## src/design/mtrd_pkg.sv

```systemverilog
// ---------------------------------------------------------------------------
// mtrd_pkg
// Shared types, codes and defaults for the map tile run-length decoder.
// ---------------------------------------------------------------------------
package mtrd_pkg;

  // defaults for the top-level parameters
  localparam int MAP_SIDE_DEF      = 64;
  localparam int QUADRANT_SIDE_DEF = 32;
  localparam int MAX_RUN_DEF       = 256;

  // fixed field widths
  localparam int TILE_W   = 8;
  localparam int DEST_W   = 12;
  localparam int RUN_W    = 9;
  localparam int KIND_W   = 2;
  localparam int FLOOR_W  = 5;
  localparam int CFG_IDX_W  = 2;
  localparam int CFG_DATA_W = 8;

  localparam logic [TILE_W-1:0] ESCAPE_CODE = 8'hFF;

  // most segments one run may give in dungeon mode
  localparam int MAX_SEGS = 5;
  localparam int SEG_CNT_W = $clog2(MAX_SEGS + 1);

  localparam int CMDQ_DEPTH = 2;

  // configuration register indexes
  localparam logic [CFG_IDX_W-1:0] CFG_MAP_KIND = 2'd0;
  localparam logic [CFG_IDX_W-1:0] CFG_FLOOR    = 2'd1;

  // map kinds
  localparam logic [KIND_W-1:0] MK_DUNGEON = 2'd2;

  typedef enum logic [1:0] {
    PH_LEAD  = 2'd0,
    PH_TILE  = 2'd1,
    PH_COUNT = 2'd2
  } phase_t;

  typedef enum logic [1:0] {
    CK_FLAG     = 2'd0,
    CK_OVERFLOW = 2'd1,
    CK_PLAIN    = 2'd2,
    CK_QUAD     = 2'd3
  } cmd_kind_t;

  typedef enum logic [1:0] {
    BK_IDLE  = 2'd0,
    BK_DIV   = 2'd1,
    BK_WALK  = 2'd2,
    BK_FLUSH = 2'd3
  } bk_state_t;

  // run request handed from the parser to the segment unit
  typedef struct packed {
    cmd_kind_t         kind;
    logic [TILE_W-1:0] tile;
    logic [RUN_W-1:0]  count;
    logic              complete;
    logic              err;
  } cmd_ctl_t;

endpackage

```

## src/design/mtrd_front.sv

```systemverilog
// ---------------------------------------------------------------------------
// mtrd_front
// Byte parser: escape decoding, map position, overflow check and the
// error / completion latches. Emits one request per decoded run or latched-flag byte.
// ---------------------------------------------------------------------------
module mtrd_front import mtrd_pkg::*; #(
  parameter int MAP_SIDE = MAP_SIDE_DEF,
  parameter int MAX_RUN  = MAX_RUN_DEF,
  parameter int PW       = $clog2(MAP_SIDE_DEF * MAP_SIDE_DEF + 1)
) (
  input  logic              clk,
  input  logic              rst_n,
  input  logic              in_valid,
  output logic              in_ready,
  input  logic [TILE_W-1:0] in_code_byte,
  input  logic              in_first_byte,
  input  logic [KIND_W-1:0] map_kind,
  output logic              cmd_push,
  input  logic              cmd_room,
  output cmd_ctl_t          cmd_ctl,
  output logic [PW-1:0]     cmd_start
);

  localparam int TOTAL = MAP_SIDE * MAP_SIDE;
  localparam logic [RUN_W-1:0] MAX_RUN_V = RUN_W'(MAX_RUN);

  phase_t            phase_r, phase_nxt;
  logic [TILE_W-1:0] tile_r, tile_nxt;
  logic [PW-1:0]     pos_r, pos_nxt;
  logic              err_r, err_nxt;
  logic              done_r, done_nxt;

  logic              want_push;
  logic              run_go;
  logic [TILE_W-1:0] run_tile;
  logic [RUN_W-1:0]  run_cnt;
  logic [RUN_W-1:0]  code_ext;
  logic [PW:0]       run_sum;
  logic              accept;

  assign in_ready = cmd_room;
  assign accept   = in_valid && in_ready;
  assign cmd_push = accept && want_push;
  assign code_ext = RUN_W'(in_code_byte);

  always_comb begin
    // first byte clears the parser before this byte is decoded
    phase_nxt = in_first_byte ? PH_LEAD : phase_r;
    pos_nxt   = in_first_byte ? '0 : pos_r;
    err_nxt   = in_first_byte ? 1'b0 : err_r;
    done_nxt  = in_first_byte ? 1'b0 : done_r;
    tile_nxt  = tile_r;
    want_push = 1'b0;
    run_go    = 1'b0;
    run_tile  = in_code_byte;
    run_cnt   = RUN_W'(1);
    run_sum   = '0;
    cmd_start = '0;
    cmd_ctl   = '{kind: CK_FLAG, tile: '0, count: '0, complete: done_nxt, err: err_nxt};

    if (err_nxt || done_nxt) begin
      want_push = 1'b1;
    end else begin
      unique case (phase_nxt)
        PH_LEAD: begin
          if (in_code_byte == ESCAPE_CODE) begin
            phase_nxt = PH_TILE;
          end else begin
            run_go = 1'b1;
          end
        end
        PH_TILE: begin
          tile_nxt  = in_code_byte;
          phase_nxt = PH_COUNT;
        end
        PH_COUNT: begin
          run_go    = 1'b1;
          run_tile  = tile_r;
          phase_nxt = PH_LEAD;
          if (code_ext == '0 || code_ext > MAX_RUN_V) begin
            run_cnt = MAX_RUN_V;
          end else begin
            run_cnt = code_ext;
          end
        end
        default: begin
          phase_nxt = PH_LEAD;
        end
      endcase

      if (run_go) begin
        want_push = 1'b1;
        run_sum   = (PW+1)'(pos_nxt) + (PW+1)'(run_cnt);
        if (run_sum > (PW+1)'(TOTAL)) begin
          err_nxt = 1'b1;
          cmd_ctl = '{kind: CK_OVERFLOW, tile: run_tile, count: '0,
                      complete: 1'b0, err: 1'b1};
        end else begin
          cmd_start = pos_nxt;
          pos_nxt   = PW'(run_sum);
          done_nxt  = (run_sum == (PW+1)'(TOTAL));
          cmd_ctl   = '{kind: (map_kind == MK_DUNGEON) ? CK_QUAD : CK_PLAIN,
                        tile: run_tile, count: run_cnt,
                        complete: done_nxt, err: 1'b0};
        end
      end
    end
  end

  always_ff @(posedge clk) begin
    if (!rst_n) begin
      phase_r <= PH_LEAD;
      tile_r  <= '0;
      pos_r   <= '0;
      err_r   <= 1'b0;
      done_r  <= 1'b0;
    end else if (accept) begin
      phase_r <= phase_nxt;
      tile_r  <= tile_nxt;
      pos_r   <= pos_nxt;
      err_r   <= err_nxt;
      done_r  <= done_nxt;
    end
  end

  // an overflow and a completion can never both be latched
  assert property (@(posedge clk) disable iff (!rst_n) !(err_r && done_r))
    else $error("error and completion latched together");

  assert property (@(posedge clk) disable iff (!rst_n)
    done_r |-> (pos_r == PW'(TOTAL)))
    else $error("completion latched short of the map end");

  assert property (@(posedge clk) disable iff (!rst_n)
    (accept && !want_push) |=> (phase_r != PH_LEAD))
    else $error("byte with no request left the parser at the lead phase");

endmodule

```

## src/design/mtrd_cmd_queue.sv

```systemverilog
// ---------------------------------------------------------------------------
// mtrd_cmd_queue
// Short request queue between the parser and the segment unit.
// ---------------------------------------------------------------------------
module mtrd_cmd_queue import mtrd_pkg::*; #(
  parameter int W = 8
) (
  input  logic         clk,
  input  logic         rst_n,
  input  logic         push,
  input  logic [W-1:0] push_data,
  output logic         room,
  input  logic         pop,
  output logic         avail,
  output logic [W-1:0] pop_data
);

  localparam int AW = $clog2(CMDQ_DEPTH);
  localparam int CNTW = $clog2(CMDQ_DEPTH + 1);

  logic [W-1:0]    mem [CMDQ_DEPTH];
  logic [AW-1:0]   wr_ptr_r, rd_ptr_r;
  logic [CNTW-1:0] cnt_r;

  assign room     = (cnt_r != CNTW'(CMDQ_DEPTH));
  assign avail    = (cnt_r != '0);
  assign pop_data = mem[rd_ptr_r];

  always_ff @(posedge clk) begin
    if (push) begin
      mem[wr_ptr_r] <= push_data;
    end
  end

  always_ff @(posedge clk) begin
    if (!rst_n) begin
      wr_ptr_r <= '0;
      rd_ptr_r <= '0;
      cnt_r    <= '0;
    end else begin
      if (push) begin
        wr_ptr_r <= wr_ptr_r + AW'(1);
      end
      if (pop) begin
        rd_ptr_r <= rd_ptr_r + AW'(1);
      end
      cnt_r <= cnt_r + CNTW'(push) - CNTW'(pop);
    end
  end

  assert property (@(posedge clk) disable iff (!rst_n) cnt_r <= CNTW'(CMDQ_DEPTH))
    else $error("request queue count out of range");

  assert property (@(posedge clk) disable iff (!rst_n) !(push && !room))
    else $error("push into a full request queue");

  assert property (@(posedge clk) disable iff (!rst_n) !(pop && !avail))
    else $error("pop from an empty request queue");

endmodule

```

## src/design/mtrd_back.sv

```systemverilog
// ---------------------------------------------------------------------------
// mtrd_back
// Segment unit: turns run requests into result segments. In dungeon mode a
// run is walked one map row per cycle unless the output stalls, clipped to the chosen quadrant.
// ---------------------------------------------------------------------------
module mtrd_back import mtrd_pkg::*; #(
  parameter int MAP_SIDE      = MAP_SIDE_DEF,
  parameter int QUADRANT_SIDE = QUADRANT_SIDE_DEF,
  parameter int PW            = $clog2(MAP_SIDE_DEF * MAP_SIDE_DEF + 1)
) (
  input  logic               clk,
  input  logic               rst_n,
  input  logic               cmd_avail,
  output logic               cmd_pop,
  input  cmd_ctl_t           cmd_ctl,
  input  logic [PW-1:0]      cmd_start,
  input  logic [FLOOR_W-1:0] floor_number,
  output logic               out_valid,
  input  logic               out_ready,
  output logic [TILE_W-1:0]  out_tile_value,
  output logic [DEST_W-1:0]  out_dest_start,
  output logic [RUN_W-1:0]   out_run_length,
  output logic               out_last_segment,
  output logic               out_map_complete,
  output logic               out_status
);

  localparam int RW   = $clog2(MAP_SIDE);
  localparam int MW   = PW + 2;
  localparam int PRW  = PW + MW;
  localparam int SHR  = PW + RW;
  // reciprocal for an exact row = pos / MAP_SIDE over every pos below 2**PW
  localparam longint unsigned MAGIC_L = ((64'd1 << SHR) / MAP_SIDE) + 64'd1;
  localparam logic [MW-1:0] MAGIC = MW'(MAGIC_L);
  localparam int CW   = $clog2(MAP_SIDE + 2 * QUADRANT_SIDE + 1);
  localparam int DWR  = RW + $clog2(QUADRANT_SIDE + 1) + 1;
  localparam int DW   = (DWR > DEST_W) ? DWR : DEST_W;
  localparam int WW   = PW + CW;

  bk_state_t bk_state_r, bk_state_nxt;

  logic [TILE_W-1:0]    tile_r;
  logic [PW-1:0]        pos_r, end_r;
  logic                 complete_r;
  logic [PRW-1:0]       prod_r;
  logic [RW-1:0]        row_r;
  logic [CW-1:0]        col_r;
  logic [SEG_CNT_W-1:0] seg_cnt_r;
  logic                 held_v_r;
  logic [DEST_W-1:0]    held_dest_r;
  logic [RUN_W-1:0]     held_len_r;

  logic                 out_valid_r;
  logic [TILE_W-1:0]    out_tile_r;
  logic [DEST_W-1:0]    out_dest_r;
  logic [RUN_W-1:0]     out_len_r;
  logic                 out_last_r, out_done_r, out_status_r;

  logic                 out_free;
  logic                 out_load;
  logic [TILE_W-1:0]    out_tile_nxt;
  logic [DEST_W-1:0]    out_dest_nxt;
  logic [RUN_W-1:0]     out_len_nxt;
  logic                 out_last_nxt, out_done_nxt, out_status_nxt;
  logic                 quad_start, walk_step, flush_emit;

  // row walk datapath
  logic [RW-1:0]  row_div;
  logic [PW-1:0]  rem;
  logic [CW-1:0]  room, c1, lo, hi, off_x, off_y, row_c, step;
  logic [1:0]     quad;
  logic           last_row, in_rows, seg_hit, seg_cap;
  logic [DW-1:0]  dest_w;
  logic [RUN_W-1:0] seg_len;

  assign out_free = !out_valid_r || out_ready;

  assign row_div = prod_r[SHR +: RW];
  assign quad    = floor_number[1:0] - 2'd1;
  assign off_x   = quad[0] ? CW'(QUADRANT_SIDE) : '0;
  assign off_y   = quad[1] ? CW'(QUADRANT_SIDE) : '0;
  assign rem     = end_r - pos_r;
  assign room    = CW'(MAP_SIDE) - col_r;
  assign last_row = WW'(rem) <= WW'(room);
  assign c1      = last_row ? (col_r + CW'(rem)) : CW'(MAP_SIDE);
  assign lo      = (col_r < off_x) ? off_x : col_r;
  assign hi      = (c1 > off_x + CW'(QUADRANT_SIDE)) ? (off_x + CW'(QUADRANT_SIDE)) : c1;
  assign row_c   = CW'(row_r);
  assign in_rows = (row_c >= off_y) && (row_c < off_y + CW'(QUADRANT_SIDE));
  assign seg_hit = in_rows && (lo < hi);
  assign seg_len = RUN_W'(hi - lo);
  assign dest_w  = DW'(row_c - off_y) * DW'(QUADRANT_SIDE) + DW'(lo - off_x);
  assign step    = c1 - col_r;
  assign seg_cap = (seg_cnt_r + SEG_CNT_W'(1)) == SEG_CNT_W'(MAX_SEGS);

  // next state
  always_comb begin
    bk_state_nxt = bk_state_r;
    unique case (bk_state_r)
      BK_IDLE: begin
        if (cmd_avail && cmd_ctl.kind == CK_QUAD) begin
          bk_state_nxt = BK_DIV;
        end
      end
      BK_DIV: begin
        bk_state_nxt = BK_WALK;
      end
      BK_WALK: begin
        if (walk_step && (last_row || (seg_hit && seg_cap))) begin
          bk_state_nxt = BK_FLUSH;
        end
      end
      BK_FLUSH: begin
        if (!(held_v_r || complete_r) || out_free) begin
          bk_state_nxt = BK_IDLE;
        end
      end
      default: begin
        bk_state_nxt = BK_IDLE;
      end
    endcase
  end

  // control and result selection
  always_comb begin
    cmd_pop        = 1'b0;
    quad_start     = 1'b0;
    walk_step      = 1'b0;
    flush_emit     = 1'b0;
    out_load       = 1'b0;
    out_tile_nxt   = tile_r;
    out_dest_nxt   = held_dest_r;
    out_len_nxt    = held_len_r;
    out_last_nxt   = 1'b0;
    out_done_nxt   = 1'b0;
    out_status_nxt = 1'b0;
    unique case (bk_state_r)
      BK_IDLE: begin
        if (cmd_avail) begin
          if (cmd_ctl.kind == CK_QUAD) begin
            cmd_pop    = 1'b1;
            quad_start = 1'b1;
          end else if (out_free) begin
            cmd_pop        = 1'b1;
            out_load       = 1'b1;
            out_tile_nxt   = cmd_ctl.tile;
            out_dest_nxt   = DEST_W'(cmd_start);
            out_len_nxt    = cmd_ctl.count;
            out_last_nxt   = 1'b1;
            out_done_nxt   = cmd_ctl.complete;
            out_status_nxt = cmd_ctl.err;
          end
        end
      end
      BK_DIV: begin
      end
      BK_WALK: begin
        // a new segment pushes the held one out, so it needs a free output
        walk_step = !(seg_hit && held_v_r && !out_free);
        out_load  = walk_step && seg_hit && held_v_r;
      end
      BK_FLUSH: begin
        flush_emit   = (held_v_r || complete_r) && out_free;
        out_load     = flush_emit;
        out_last_nxt = 1'b1;
        out_done_nxt = complete_r;
        if (!held_v_r) begin
          out_dest_nxt = '0;
          out_len_nxt  = '0;
        end
      end
      default: begin
      end
    endcase
  end

  always_ff @(posedge clk) begin
    if (!rst_n) begin
      bk_state_r  <= BK_IDLE;
      held_v_r    <= 1'b0;
      seg_cnt_r   <= '0;
      out_valid_r <= 1'b0;
    end else begin
      bk_state_r <= bk_state_nxt;
      if (quad_start) begin
        held_v_r  <= 1'b0;
        seg_cnt_r <= '0;
      end else if (walk_step && seg_hit) begin
        held_v_r  <= 1'b1;
        seg_cnt_r <= seg_cnt_r + SEG_CNT_W'(1);
      end else if (bk_state_r == BK_FLUSH && bk_state_nxt == BK_IDLE) begin
        held_v_r <= 1'b0;
      end
      if (out_load) begin
        out_valid_r <= 1'b1;
      end else if (out_ready) begin
        out_valid_r <= 1'b0;
      end
    end
  end

  always_ff @(posedge clk) begin
    if (quad_start) begin
      tile_r     <= cmd_ctl.tile;
      pos_r      <= cmd_start;
      end_r      <= cmd_start + PW'(cmd_ctl.count);
      complete_r <= cmd_ctl.complete;
      prod_r     <= PRW'(cmd_start) * PRW'(MAGIC);
    end
    if (bk_state_r == BK_DIV) begin
      row_r <= row_div;
      col_r <= CW'(pos_r - PW'(row_div * PW'(MAP_SIDE)));
    end
    if (walk_step) begin
      pos_r <= pos_r + PW'(step);
      row_r <= row_r + RW'(1);
      col_r <= '0;
      if (seg_hit) begin
        held_dest_r <= DEST_W'(dest_w);
        held_len_r  <= seg_len;
      end
    end
    if (out_load) begin
      out_tile_r   <= out_tile_nxt;
      out_dest_r   <= out_dest_nxt;
      out_len_r    <= out_len_nxt;
      out_last_r   <= out_last_nxt;
      out_done_r   <= out_done_nxt;
      out_status_r <= out_status_nxt;
    end
  end

  assign out_valid        = out_valid_r;
  assign out_tile_value   = out_tile_r;
  assign out_dest_start   = out_dest_r;
  assign out_run_length   = out_len_r;
  assign out_last_segment = out_last_r;
  assign out_map_complete = out_done_r;
  assign out_status       = out_status_r;

  assert property (@(posedge clk) disable iff (!rst_n) seg_cnt_r <= SEG_CNT_W'(MAX_SEGS))
    else $error("segment count above limit");

  assert property (@(posedge clk) disable iff (!rst_n)
    (bk_state_r == BK_WALK) |-> (pos_r < end_r))
    else $error("row walk past the end of the run");

  assert property (@(posedge clk) disable iff (!rst_n)
    (out_valid_r && out_len_r == '0) |-> out_last_r)
    else $error("empty segment not marked last");

  assert property (@(posedge clk) disable iff (!rst_n)
    (bk_state_r == BK_IDLE) |-> !held_v_r)
    else $error("held segment left over after a run");

endmodule

```

## src/design/map_tile_rle_decoder.sv

```systemverilog
// Outside dungeon mode a literal or count byte's result passes the request queue, then the output register.
// Throughput: one byte per cycle outside dungeon mode while the queue has room, escape and tile bytes included.
// Dungeon runs: the segment unit takes each run through idle, divide, walk and flush states (one map row per
// walk cycle unless the output stalls), and the two-entry request queue lets the parser run ahead meanwhile.
// Reset (synchronous, rst_n low): parser, latches, queue and output cleared, map kind town,
// floor 1; no clearing pass.
// ---------------------------------------------------------------------------
// map_tile_rle_decoder
// Escape-byte run-length decoder for a square tile map, with optional
// quadrant extraction for dungeon maps.
// ---------------------------------------------------------------------------
module map_tile_rle_decoder import mtrd_pkg::*; #(
  parameter int MAP_SIDE      = MAP_SIDE_DEF,
  parameter int QUADRANT_SIDE = QUADRANT_SIDE_DEF,
  parameter int MAX_RUN       = MAX_RUN_DEF
) (
  input  logic                  clk,
  input  logic                  rst_n,
  input  logic                  in_valid,
  output logic                  in_ready,
  input  logic [TILE_W-1:0]     in_code_byte,
  input  logic                  in_first_byte,
  output logic                  out_valid,
  input  logic                  out_ready,
  output logic [TILE_W-1:0]     out_tile_value,
  output logic [DEST_W-1:0]     out_dest_start,
  output logic [RUN_W-1:0]      out_run_length,
  output logic                  out_last_segment,
  output logic                  out_map_complete,
  output logic                  out_status,
  input  logic                  cfg_valid,
  output logic                  cfg_ready,
  input  logic [CFG_IDX_W-1:0]  cfg_index,
  input  logic [CFG_DATA_W-1:0] cfg_data
);

  localparam int PW = $clog2(MAP_SIDE * MAP_SIDE + 1);
  localparam int QW = $bits(cmd_ctl_t) + PW;

  logic [KIND_W-1:0]  map_kind_r;
  logic [FLOOR_W-1:0] floor_r;

  logic          push, room, pop, avail;
  cmd_ctl_t      push_ctl, pop_ctl;
  logic [PW-1:0] push_start, pop_start;
  logic [QW-1:0] push_word, pop_word;

  assign cfg_ready = 1'b1;

  always_ff @(posedge clk) begin
    if (!rst_n) begin
      map_kind_r <= '0;
      floor_r    <= FLOOR_W'(1);
    end else if (cfg_valid && cfg_ready) begin
      unique case (cfg_index)
        CFG_MAP_KIND: map_kind_r <= cfg_data[KIND_W-1:0];
        CFG_FLOOR:    floor_r    <= cfg_data[FLOOR_W-1:0];
        default: begin
        end
      endcase
    end
  end

  mtrd_front #(
    .MAP_SIDE (MAP_SIDE),
    .MAX_RUN  (MAX_RUN),
    .PW       (PW)
  ) u_front (
    .clk           (clk),
    .rst_n         (rst_n),
    .in_valid      (in_valid),
    .in_ready      (in_ready),
    .in_code_byte  (in_code_byte),
    .in_first_byte (in_first_byte),
    .map_kind      (map_kind_r),
    .cmd_push      (push),
    .cmd_room      (room),
    .cmd_ctl       (push_ctl),
    .cmd_start     (push_start)
  );

  assign push_word = {push_ctl, push_start};
  assign {pop_ctl, pop_start} = pop_word;

  mtrd_cmd_queue #(
    .W (QW)
  ) u_queue (
    .clk       (clk),
    .rst_n     (rst_n),
    .push      (push),
    .push_data (push_word),
    .room      (room),
    .pop       (pop),
    .avail     (avail),
    .pop_data  (pop_word)
  );

  mtrd_back #(
    .MAP_SIDE      (MAP_SIDE),
    .QUADRANT_SIDE (QUADRANT_SIDE),
    .PW            (PW)
  ) u_back (
    .clk              (clk),
    .rst_n            (rst_n),
    .cmd_avail        (avail),
    .cmd_pop          (pop),
    .cmd_ctl          (pop_ctl),
    .cmd_start        (pop_start),
    .floor_number     (floor_r),
    .out_valid        (out_valid),
    .out_ready        (out_ready),
    .out_tile_value   (out_tile_value),
    .out_dest_start   (out_dest_start),
    .out_run_length   (out_run_length),
    .out_last_segment (out_last_segment),
    .out_map_complete (out_map_complete),
    .out_status       (out_status)
  );

endmodule

```

## config.mk

```make
export PLATFORM = sky130hd
export DESIGN_NAME = map_tile_rle_decoder
export DESIGN_NICKNAME = d
export VERILOG_FILES = /design/src/design/mtrd_pkg.sv /design/src/design/mtrd_front.sv /design/src/design/mtrd_cmd_queue.sv /design/src/design/mtrd_back.sv /design/src/design/map_tile_rle_decoder.sv
export SDC_FILE = /design/constraint.sdc
export NUM_CORES = 1
export LEC_CHECK = 0
export ABC_AREA = 1
export BUFFER_PORTS_ARGS = -buffer_cell sky130_fd_sc_hd__buf_2
export CORE_UTILIZATION = 32
export DETAILED_ROUTE_END_ITERATION = 10
export SETUP_SLACK_MARGIN = 0.2
export SYNTH_ARGS = -nofsm -noshare
export SYNTH_HDL_FRONTEND = slang
export SYNTH_SLANG_ARGS = --single-unit
export TNS_END_PERCENT = 30
```

## constraint.sdc

```tcl
create_clock -name clk -period 16.81 [get_ports clk]
set_clock_uncertainty 0.1 [all_clocks]
set_input_delay 1.681 -clock clk [delete_from_list [all_inputs] [get_ports clk]]
set_output_delay 1.681 -clock clk [all_outputs]
set_load 0.02 [all_outputs]
```

==> results of run 1 <==
==> worst max-delay path: cells and delay by family, from the launching register on <==
kind	cells	cell delay (ns)
XOR/XNOR	1	0.31
AND/OR/NAND/NOR	19	2.56
flip-flops	1	0.42
AO/OA/AOI/OAI	5	1.20
adder cells (fa/ha/maj)	5	1.49
buffers and inverters	5	0.91
==> layout by cell type (no fill, tap or decap), types with 21 or more instances in the layout <==
cell and count:
dfxtp_1 49, or2_2 24, ha_1 91, clkbuf_16 26
nor2_1 138, nand3_1 67, edfxtp_1 168, a21oi_1 76
nand2_1 266, o22ai_1 21, inv_1 210, xor2_1 51
buf_2 51, o21ai_0 76
==> flip-flops by register name, summed over array words and instances (netlist names), 3 cells and up, named ones only <==
name                   cells
u_front.tile_r             8
u_back.out_run_length      9
u_back.held_len_r          9
u_queue.mem               68
u_back.pos_r              13
u_back.held_dest_r        12
u_back.out_tile_value      8
u_back.seg_cnt_r           3
u_front.pos_r             13
u_back.tile_r              8
u_back.out_dest_start     12
u_back.end_r              13
u_back.prod_r              6
u_back.row_r               6
u_back.col_r               8
==> path summary, 6_finish.rpt <==
kind,startpoint,to,slack (ns),cells past startpoint
setup reg to reg,u_back.pos_r[0]$_DFFE_PP_,u_back.pos_r[11]$_DFFE_PP_,9.36,35
hold reg to reg,map_kind_r[1]$_SDFFE_PN0P_,map_kind_r[1]$_SDFFE_PN0P_,0.36,2
hold / removal,map_kind_r[1]$_SDFFE_PN0P_,map_kind_r[1]$_SDFFE_PN0P_,0.36,2
setup / recovery,u_back.pos_r[0]$_DFFE_PP_,u_back.pos_r[11]$_DFFE_PP_,9.36,35
==> final cells by class <==
| type | count | area [um2] |
|---|---|---|
| fill | 3962 | 24500 |
| sequential | 217 | 6030 |
| multi-input combinational | 986 | 5830 |
| inverter | 218 | 818 |
| clock buffer | 34 | 701 |
| tap | 518 | 648 |
| timing repair buffer | 58 | 308 |
| clock inverter | 14 | 218 |
==> where the power goes <==
group	leakage (nW)	switching (W)	internal [W]
Sequential	1.97	0.0000586	0.000772
Combinational	3.99	0.000890	0.000461
Clock	0.440	0.000229	0.000372
Total	6.40	0.00118	0.00161
==> metrics by stage <==
stage               cells  total power [W]  instance area [um2]  setup WS, ns  utilization, %
global placement     1997          0.00216                13600          9.44            34.9
CTS                  2045          0.00280                14600          9.34            37.2
finish               2045          0.00278                14600          9.36            37.2
detailed placement   1997          0.00218                13600          9.38            34.9
floorplan            1456          0.00183                12800         11.08               -
global route         2045          0.00299                14600          8.71            37.2
==> logic make-up (layout without fill, tap and decap cells) <==
family	after synthesis	in the layout	share of synthesized area (%)
AO/OA/AOI/OAI	240	240	10.7
XOR/XNOR	68	68	4.71
adder cells (fa/ha/maj)	99	99	10.1
buffers and inverters	253	324	7.65
flip-flops	217	217	47.0
other	2	5	0.0586
AND/OR/NAND/NOR	574	574	19.7
==> per-layer routing <==
| layer | vias up | global-route usage [%] | part of all wire (%) |
|---|---|---|---|
| met1 | 4670 | 20.6 | 47 |
| met3 | 34 | 1.82 | 4.6 |
| li1 | 4983 | - | - |
| met5 | - | 0 | 0 |
| met2 | 246 | 25.2 | 47 |
| met4 | 0 | 3.89 | 1.9 |
==> impl_metrics.tcl, run 1 <==
set metrics [dict create \
    ys_ff_latch 217 \
    endpoint_kind "register" \
    synth_top_area_share_pct 39.4 \
    num_io_pins 59 \
    power.density_cell_area_mw_per_mm2 191 \
    avgViaCountPerCell 4.86 \
    status "finished clean" \
    max_freq_ghz 0.134 \
    postCtsSetupBuffers 0 \
    cts_root_buf "clkbuf_16" \
    path_clk_slew_ns 0.06 \
    yosysWarnings 0 \
    htreeDepth 1 \
    cpMaxStageDelayCell "nand2_1" \
    cts_buffer_depth 3 \
    start_util_pct 32.8 \
    die_area_mm2 0.0408 \
    routedWlPerCell_um 15.2 \
    leakagePower_nw 6.40 \
    rsz0062_at_grt "no" \
    syn_to_final_growth_pct 13.6 \
    hold_path.class "register to register" \
    async_flop_share_pct 0 \
    setup_viol 0 \
    synth.distinct_cells 50 \
    port_buffers 51 \
    yosysTopAreaCell "edfxtp_1" \
    antennaDiodeCount 0 \
    syn_inst 1453 \
    synth_edf_count 168 \
    clock-sinks 217 \
    drtIter0Drc 630 \
    syn-cell-area_mm2 0.0128 \
    tritoncts "yes" \
    ys_top_cells_by_area "edfxtp_1, ha_1, nand2_1" \
    ir_drop_v 0.0000809 \
    drive_gt1_share_pct 10.5 \
    hold_viol 0 \
    cts-buffers-inserted 26 \
    seq_area_frac_synth_pct 47.0 \
    wl_mm 31.1 \
    antenna_found_initial 0 \
    avgSynthCellArea_um2 8.82 \
    drtAntennaViolNets 0 \
    synthTopCellsByCount "nand2_1, inv_1, edfxtp_1, nor2_1, ha_1" \
    row_count 72 \
    drc 0 \
    dpl.hpwl_mm 23.3 \
    slew_headroom_pct 27.8 \
    grt_first_pass_wirelength_mm 49.3 \
    synth_most_common_cell "nand2_1" \
    tightest_slew_ns 1.08 \
    path_common_cell "nand2_1" \
    first_pass_iters 5 \
    startpoint_type "register" \
    critPathRequiredTime_ns 16.83 \
    totalNegativeSetupSlack_ns 0 \
    die_w_um 202 \
    synth_ff_type "edfxtp_1" \
    hold_buffers 0 \
    gp_congestion 0.861 \
    track_usage_pct 15.1 \
    final_net_count 1630 \
    critPathMaxStageDelay_ns 0.53 \
    finalWorstPathRequiredPeriod_ns 7.45 \
    overflow 0 \
    grt_pass1_vias 9440 \
    slew_viol_final 0 \
    critPathArrivalTime_ns 7.47 \
    holdWs_ns 0.362 \
    via_count 9933 \
    finalCritPeriodShare_pct 44.3 \
    crit_path_max_fanout 36 \
    clk_latency_ns 0.55 \
    cap_violations 0 \
    worstSetupPathType "register to register" \
    grt_max_degree 37 \
    die_y_um 202 \
    cts_resized 0 \
    core_area_mm2 0.0391 \
]
No activity file was read; power rests on OpenSTA's default activity.
==> run 2, diff against run 1 <==
- clock period: 16.81 -> 6.1 ns (I/O delays scaled with it)
==> run 2 against run 1 <==
Net effect: sequential share of layout area is 1.5 points lower; fmax up 31%; count of clock-buffer cells in the layout fell by 7; routed wire length rose by 1.9%; critical path type unchanged; critical endpoint is now u_back.held_dest_r[3]$_DFFE_PP_; largest power group unchanged.
==> impl_metrics.tcl, run 2 (synthesized netlist as in run 1, its figures left out) <==
set metrics [dict create \
    hold_path.class "primary input to register" \
    drtIter0Drc 621 \
    cts_root_buf "clkbuf_16" \
    finalCritPeriodShare_pct 92.9 \
    antenna_found_initial 0 \
    status "finished clean" \
    utilization_pct 38.6 \
    core_area_mm2 0.0391 \
    totalNegativeSetupSlack_ns 0 \
    cap_violations 0 \
    antennaDiodeCount 0 \
    layout_commonest_cell "nand2_1" \
    max_freq_ghz 0.177 \
    num_io_pins 59 \
    cts-buffers-inserted 25 \
    grt_first_pass_wirelength_mm 49.6 \
    clock-sinks 217 \
    worstSetupPathType "register to register" \
    endpoint_kind "register" \
    rsz0062_at_grt "yes" \
    tritoncts "yes" \
    wl_mm 31.7 \
    clk_latency_ns 0.52 \
    critPathRequiredTime_ns 6.23 \
    leakagePower_nw 6.61 \
    power_w 0.00796 \
    slew_headroom_pct 36.9 \
    largest_reg_flops 68 \
    cpMaxStageDelayCell "fa_2" \
    critPathArrivalTime_ns 5.79 \
    grtUsageMet1_pct 20.6 \
    grt_use_met3_pct 1.92 \
    startpoint_type "register" \
    via_count 9964 \
    dpl.hpwl_mm 23.8 \
    setup_viol 0 \
    seqPwrFrac_pct 28.9 \
    die_y_um 202 \
    p_clk_share_pct 18.6 \
    finalWorstPathRequiredPeriod_ns 5.67 \
    syn_to_final_growth_pct 17.9 \
    p_int_w 0.00458 \
    port_buffers 51 \
    avgViaCountPerCell 4.78 \
    path_common_cell "nor2_1" \
    start_util_pct 32.8 \
    first_pass_iters 5 \
    cts_buffer_depth 3 \
    finish.instance_area_mm2 0.0151 \
    path_clk_slew_ns 0.06 \
    hold_viol 0 \
    track_usage_pct 15.1 \
    pwr-share-comb_pct 52.6 \
    top_register "u_queue.mem" \
    overflow 0 \
    tightest_slew_ns 0.936 \
    holdWs_ns 0.243 \
    grt_pass1_vias 9485 \
    die_w_um 202 \
    net-switching-power_w 0.00338 \
    htreeDepth 1 \
    power.density_cell_area_mw_per_mm2 527 \
    drive_gt1_share_pct 15.4 \
    rrSetupSlack_ns 0.43 \
    slew_viol_final 0 \
    place_area_mm2 0.0138 \
    switching_share_pct 42.4 \
    row_count 72 \
    drtAntennaViolNets 0 \
    ir_drop_v 0.000234 \
    busiest_layer "met2" \
    crit_path_max_fanout 10 \
    critPathMaxStageDelay_ns 0.40 \
    die_area_mm2 0.0408 \
    final_cell_mix "nand2_1, inv_1, edfxtp_1, nor2_1, ha_1" \
    final_net_count 1672 \
    gp_congestion 0.872 \
    gr-usage-met2_pct 25.5 \
    routedWlPerCell_um 15.2 \
    drc 0 \
    grt_max_degree 37 \
]
run 2: changes by cell type in the layout (fill, tap and decap cells not counted), sizes merged:
cell	change
buf	+41
clkbuf	-5
clkinv	+8
bufinv	-2
inv	-2
run 2: per-stage QoR:
step / setup WS [ns] / cells
after floorplan: 0.371 / 1456
after global placement: 0.110 / 2014
after detailed placement: 0.0624 / 2014
after CTS: 0.0732 / 2059
after global routing: 0.0933 / 2085
final: 0.435 / 2085
run 2: path summary, 6_finish.rpt:
check / start / endpoint / cells past startpoint
setup / recovery: u_back.end_r[0]$_DFFE_PP_ / u_back.held_dest_r[3]$_DFFE_PP_ / 34
hold / removal: cfg_data[0] / map_kind_r[0]$_SDFFE_PN0P_ / 3
setup reg to reg: u_back.end_r[0]$_DFFE_PP_ / u_back.held_dest_r[3]$_DFFE_PP_ / 34
hold reg to reg: map_kind_r[1]$_SDFFE_PN0P_ / map_kind_r[1]$_SDFFE_PN0P_ / 2
run 2: power by group through the flow:
stage / clock, W / combinational (W) / sequential, W
floorplan: 0 / 0.00262 / 0.00242
global placement: 0 / 0.00377 / 0.00232
detailed placement: 0 / 0.00380 / 0.00233
CTS: 0.00152 / 0.00384 / 0.00230
global route: 0.00157 / 0.00466 / 0.00233
finish: 0.00148 / 0.00418 / 0.00230
run 2: critical path, delay by kind of cell (launching register included):
family / cells / cell delay [ns]
XOR/XNOR: 2 / 0.35
AND/OR/NAND/NOR: 12 / 1.28
buffers and inverters: 8 / 0.86
adder cells (fa/ha/maj): 5 / 1.40
flip-flops: 1 / 0.35
AO/OA/AOI/OAI: 7 / 1.04
run 2: area by class of cell:
class	count	area [um2]
fillers	3950	24000
multi-input cells	986	6050
repair buffers	101	734
flip-flops and latches	217	6030
clock inverters	18	176
clock buffers	27	643
inverters	218	826
well taps	518	648
run 2: what timing repair did:
| item | 4_1_cts | 5_1_grt |
|---|---|---|
| hold buffers | 0 | 0 |
| buffers inserted | 0 | 24 |
| pin swaps | 0 | 33 |
| endpoints found under the setup margin | 59 | 106 |
| cloned | 0 | 2 |
| resized for setup | 2 | 58 |
run 2: routing by layer:
| metal | part of all wire, % | vias up |
|---|---|---|
| met1 | 47 | 4681 |
| met2 | 47 | 185 |
| met5 | 0 | - |
| met4 | 2.3 | 0 |
| li1 | - | 5054 |
| met3 | 4.2 | 44 |
==> run 3, diff against run 2 <==
- BUFFER_PORTS_ARGS: -buffer_cell sky130_fd_sc_hd__buf_2 -> -buffer_cell sky130_fd_sc_hd__clkbuf_2
- SYNTH_HIERARCHICAL: unset -> 1
==> run 3 against run 2 <==
Net effect: setup slack improved by 0.019 ns; count of clock-buffer cells in the layout increased by 5; via count increased by 1.1%; first-iteration DRC count increased by 10%; sequential power increased by 3%; cell count increased by 1.9%; total power increased by 4.2%; sequential share of layout area decreased by 0.73 points; global-route usage increased by 0.36 points.
==> impl_metrics.tcl, run 3 <==
set metrics [dict create \
    status "finished clean" \
    cts-buffers-inserted 25 \
    drive_gt1_share_pct 16.2 \
    dpl.hpwl_mm 25.3 \
    syn_inst 1493 \
    largest_reg_flops 68 \
    row_count 74 \
    fill_cells 4114 \
    tightest_slew_ns 1.20 \
    worstSetupPathType "register to register" \
    antennaDiodeCount 0 \
    final_cell_mix "nand2_1, inv_1, edfxtp_1, nor2_1, nand3_1" \
    leakagePower_nw 6.91 \
    port_buffers 51 \
    path_common_cell "a21oi_2" \
    first_pass_iters 5 \
    tritoncts "yes" \
    clock-sinks 217 \
    overflow 0 \
    finalCritPeriodShare_pct 92.6 \
    avgViaCountPerCell 4.74 \
    htreeDepth 1 \
    die_y_um 205 \
    power_w 0.00829 \
    dp_worst_setup_slack_ns 0.0974 \
    utilization_pct 37.8 \
    cpMaxStageDelayCell "edfxtp_1" \
    gp_congestion 0.903 \
    ir_drop_v 0.000216 \
    syn-cell-area_mm2 0.0132 \
    hold_viol 0 \
    wl_mm 33.2 \
    slew_viol_final 0 \
    startpoint_type "register" \
    crit_path_max_fanout 4 \
    drtIter0Drc 683 \
    path_clk_slew_ns 0.07 \
    setup_ws_ns 0.453 \
    power.density_cell_area_mw_per_mm2 539 \
    cts_buffer_depth 3 \
    critPathArrivalTime_ns 5.82 \
    cap_violations 0 \
    grt_first_pass_wirelength_mm 50.9 \
    die_area_mm2 0.0421 \
    rsz0062_at_grt "yes" \
    antenna_found_initial 0 \
    finalWorstPathRequiredPeriod_ns 5.65 \
    critPathMaxStageDelay_ns 0.45 \
    top_register "u_queue/mem" \
    drc 0 \
    layout_commonest_cell "nand2_1" \
    totalNegativeSetupSlack_ns 0 \
    hold_path.class "primary input to register" \
    grt_max_degree 37 \
    setup_viol 0 \
    max_freq_ghz 0.177 \
    routedWlPerCell_um 15.6 \
    die_w_um 205 \
    slew_headroom_pct 19.1 \
    holdWs_ns 0.271 \
    final_net_count 1698 \
    critPathRequiredTime_ns 6.27 \
    syn_to_final_growth_pct 16.6 \
    endpoint_kind "register" \
    yosysWarnings 6 \
    avgSynthCellArea_um2 8.84 \
    syn_nets 1615 \
    grt_pass1_vias 9558 \
    core_area_mm2 0.0407 \
    num_io_pins 59 \
    track_usage_pct 15.5 \
    start_util_pct 32.4 \
    drtAntennaViolNets 0 \
    via_count 10100 \
    clk_latency_ns 0.52 \
    cts_root_buf "clkbuf_16" \
]
==> run 3: final timing paths <==
path	to	startpoint	cells after the start	slack (ns)
max	u_back/pos_r[12]$_DFFE_PP_	u_back/pos_r[0]$_DFFE_PP_	36	0.45
min	floor_r[1]$_SDFFE_PN0P_	cfg_data[1]	3	0.27
min reg2reg	u_front/pos_r[5]$_SDFFE_PN0P_	u_front/pos_r[5]$_SDFFE_PN0P_	2	0.36
max reg2reg	u_back/pos_r[12]$_DFFE_PP_	u_back/pos_r[0]$_DFFE_PP_	36	0.45
==> run 3: worst max-delay path, delay by kind of cell (launching register included) <==
kind,cells,cell delay (ns)
buf+inv,3,0.31
fa+ha+maj,5,1.32
flops,1,0.45
compound gates,9,0.99
xor+xnor,4,0.54
simple gates,15,1.66
==> run 3: final cells by class <==
cell class                      instances  area (um2)  share of cell area (%)
Inverter                              258         971                    6.31
Clock buffer                           32         673                    4.37
Clock inverter                         12         124                   0.805
Tap cell                              532         666                    4.32
Multi-Input combinational cell        986        6350                    41.3
Timing Repair Buffer                   88         583                    3.79
Sequential cell                       217        6030                    39.2
==> run 3: per-stage QoR <==
| stage | instances | instance area (um2) |
|---|---|---|
| after floorplan | 1493 | 13200 |
| after global placement | 2074 | 14200 |
| after detailed placement | 2074 | 14200 |
| after CTS | 2119 | 15000 |
| after global routing | 2125 | 15400 |
| final | 2125 | 15400 |
==> run 3: report_power, final <==
group	switching (W)	internal [W]	leakage, nW
clock	0.000598	0.000866	0.384
combinational	0.00277	0.00170	4.57
sequential	0.000207	0.00215	1.96
total	0.00357	0.00472	6.91
==> run 3: metal layers <==
| layer | track usage (%) | part of all wire [%] |
|---|---|---|
| met1 | 20.2 | 44 |
| met2 | 26.9 | 49 |
| met3 | 1.62 | 4.6 |
| met4 | 4.42 | 2.4 |
| met5 | 0 | 0 |
==> run 3: what timing repair did <==
action	4_1_cts	5_1_grt
pin swaps	1	14
hold buffers	0	0
resized for setup	6	73
setup endpoints to repair	83	105
buffers inserted	1	6
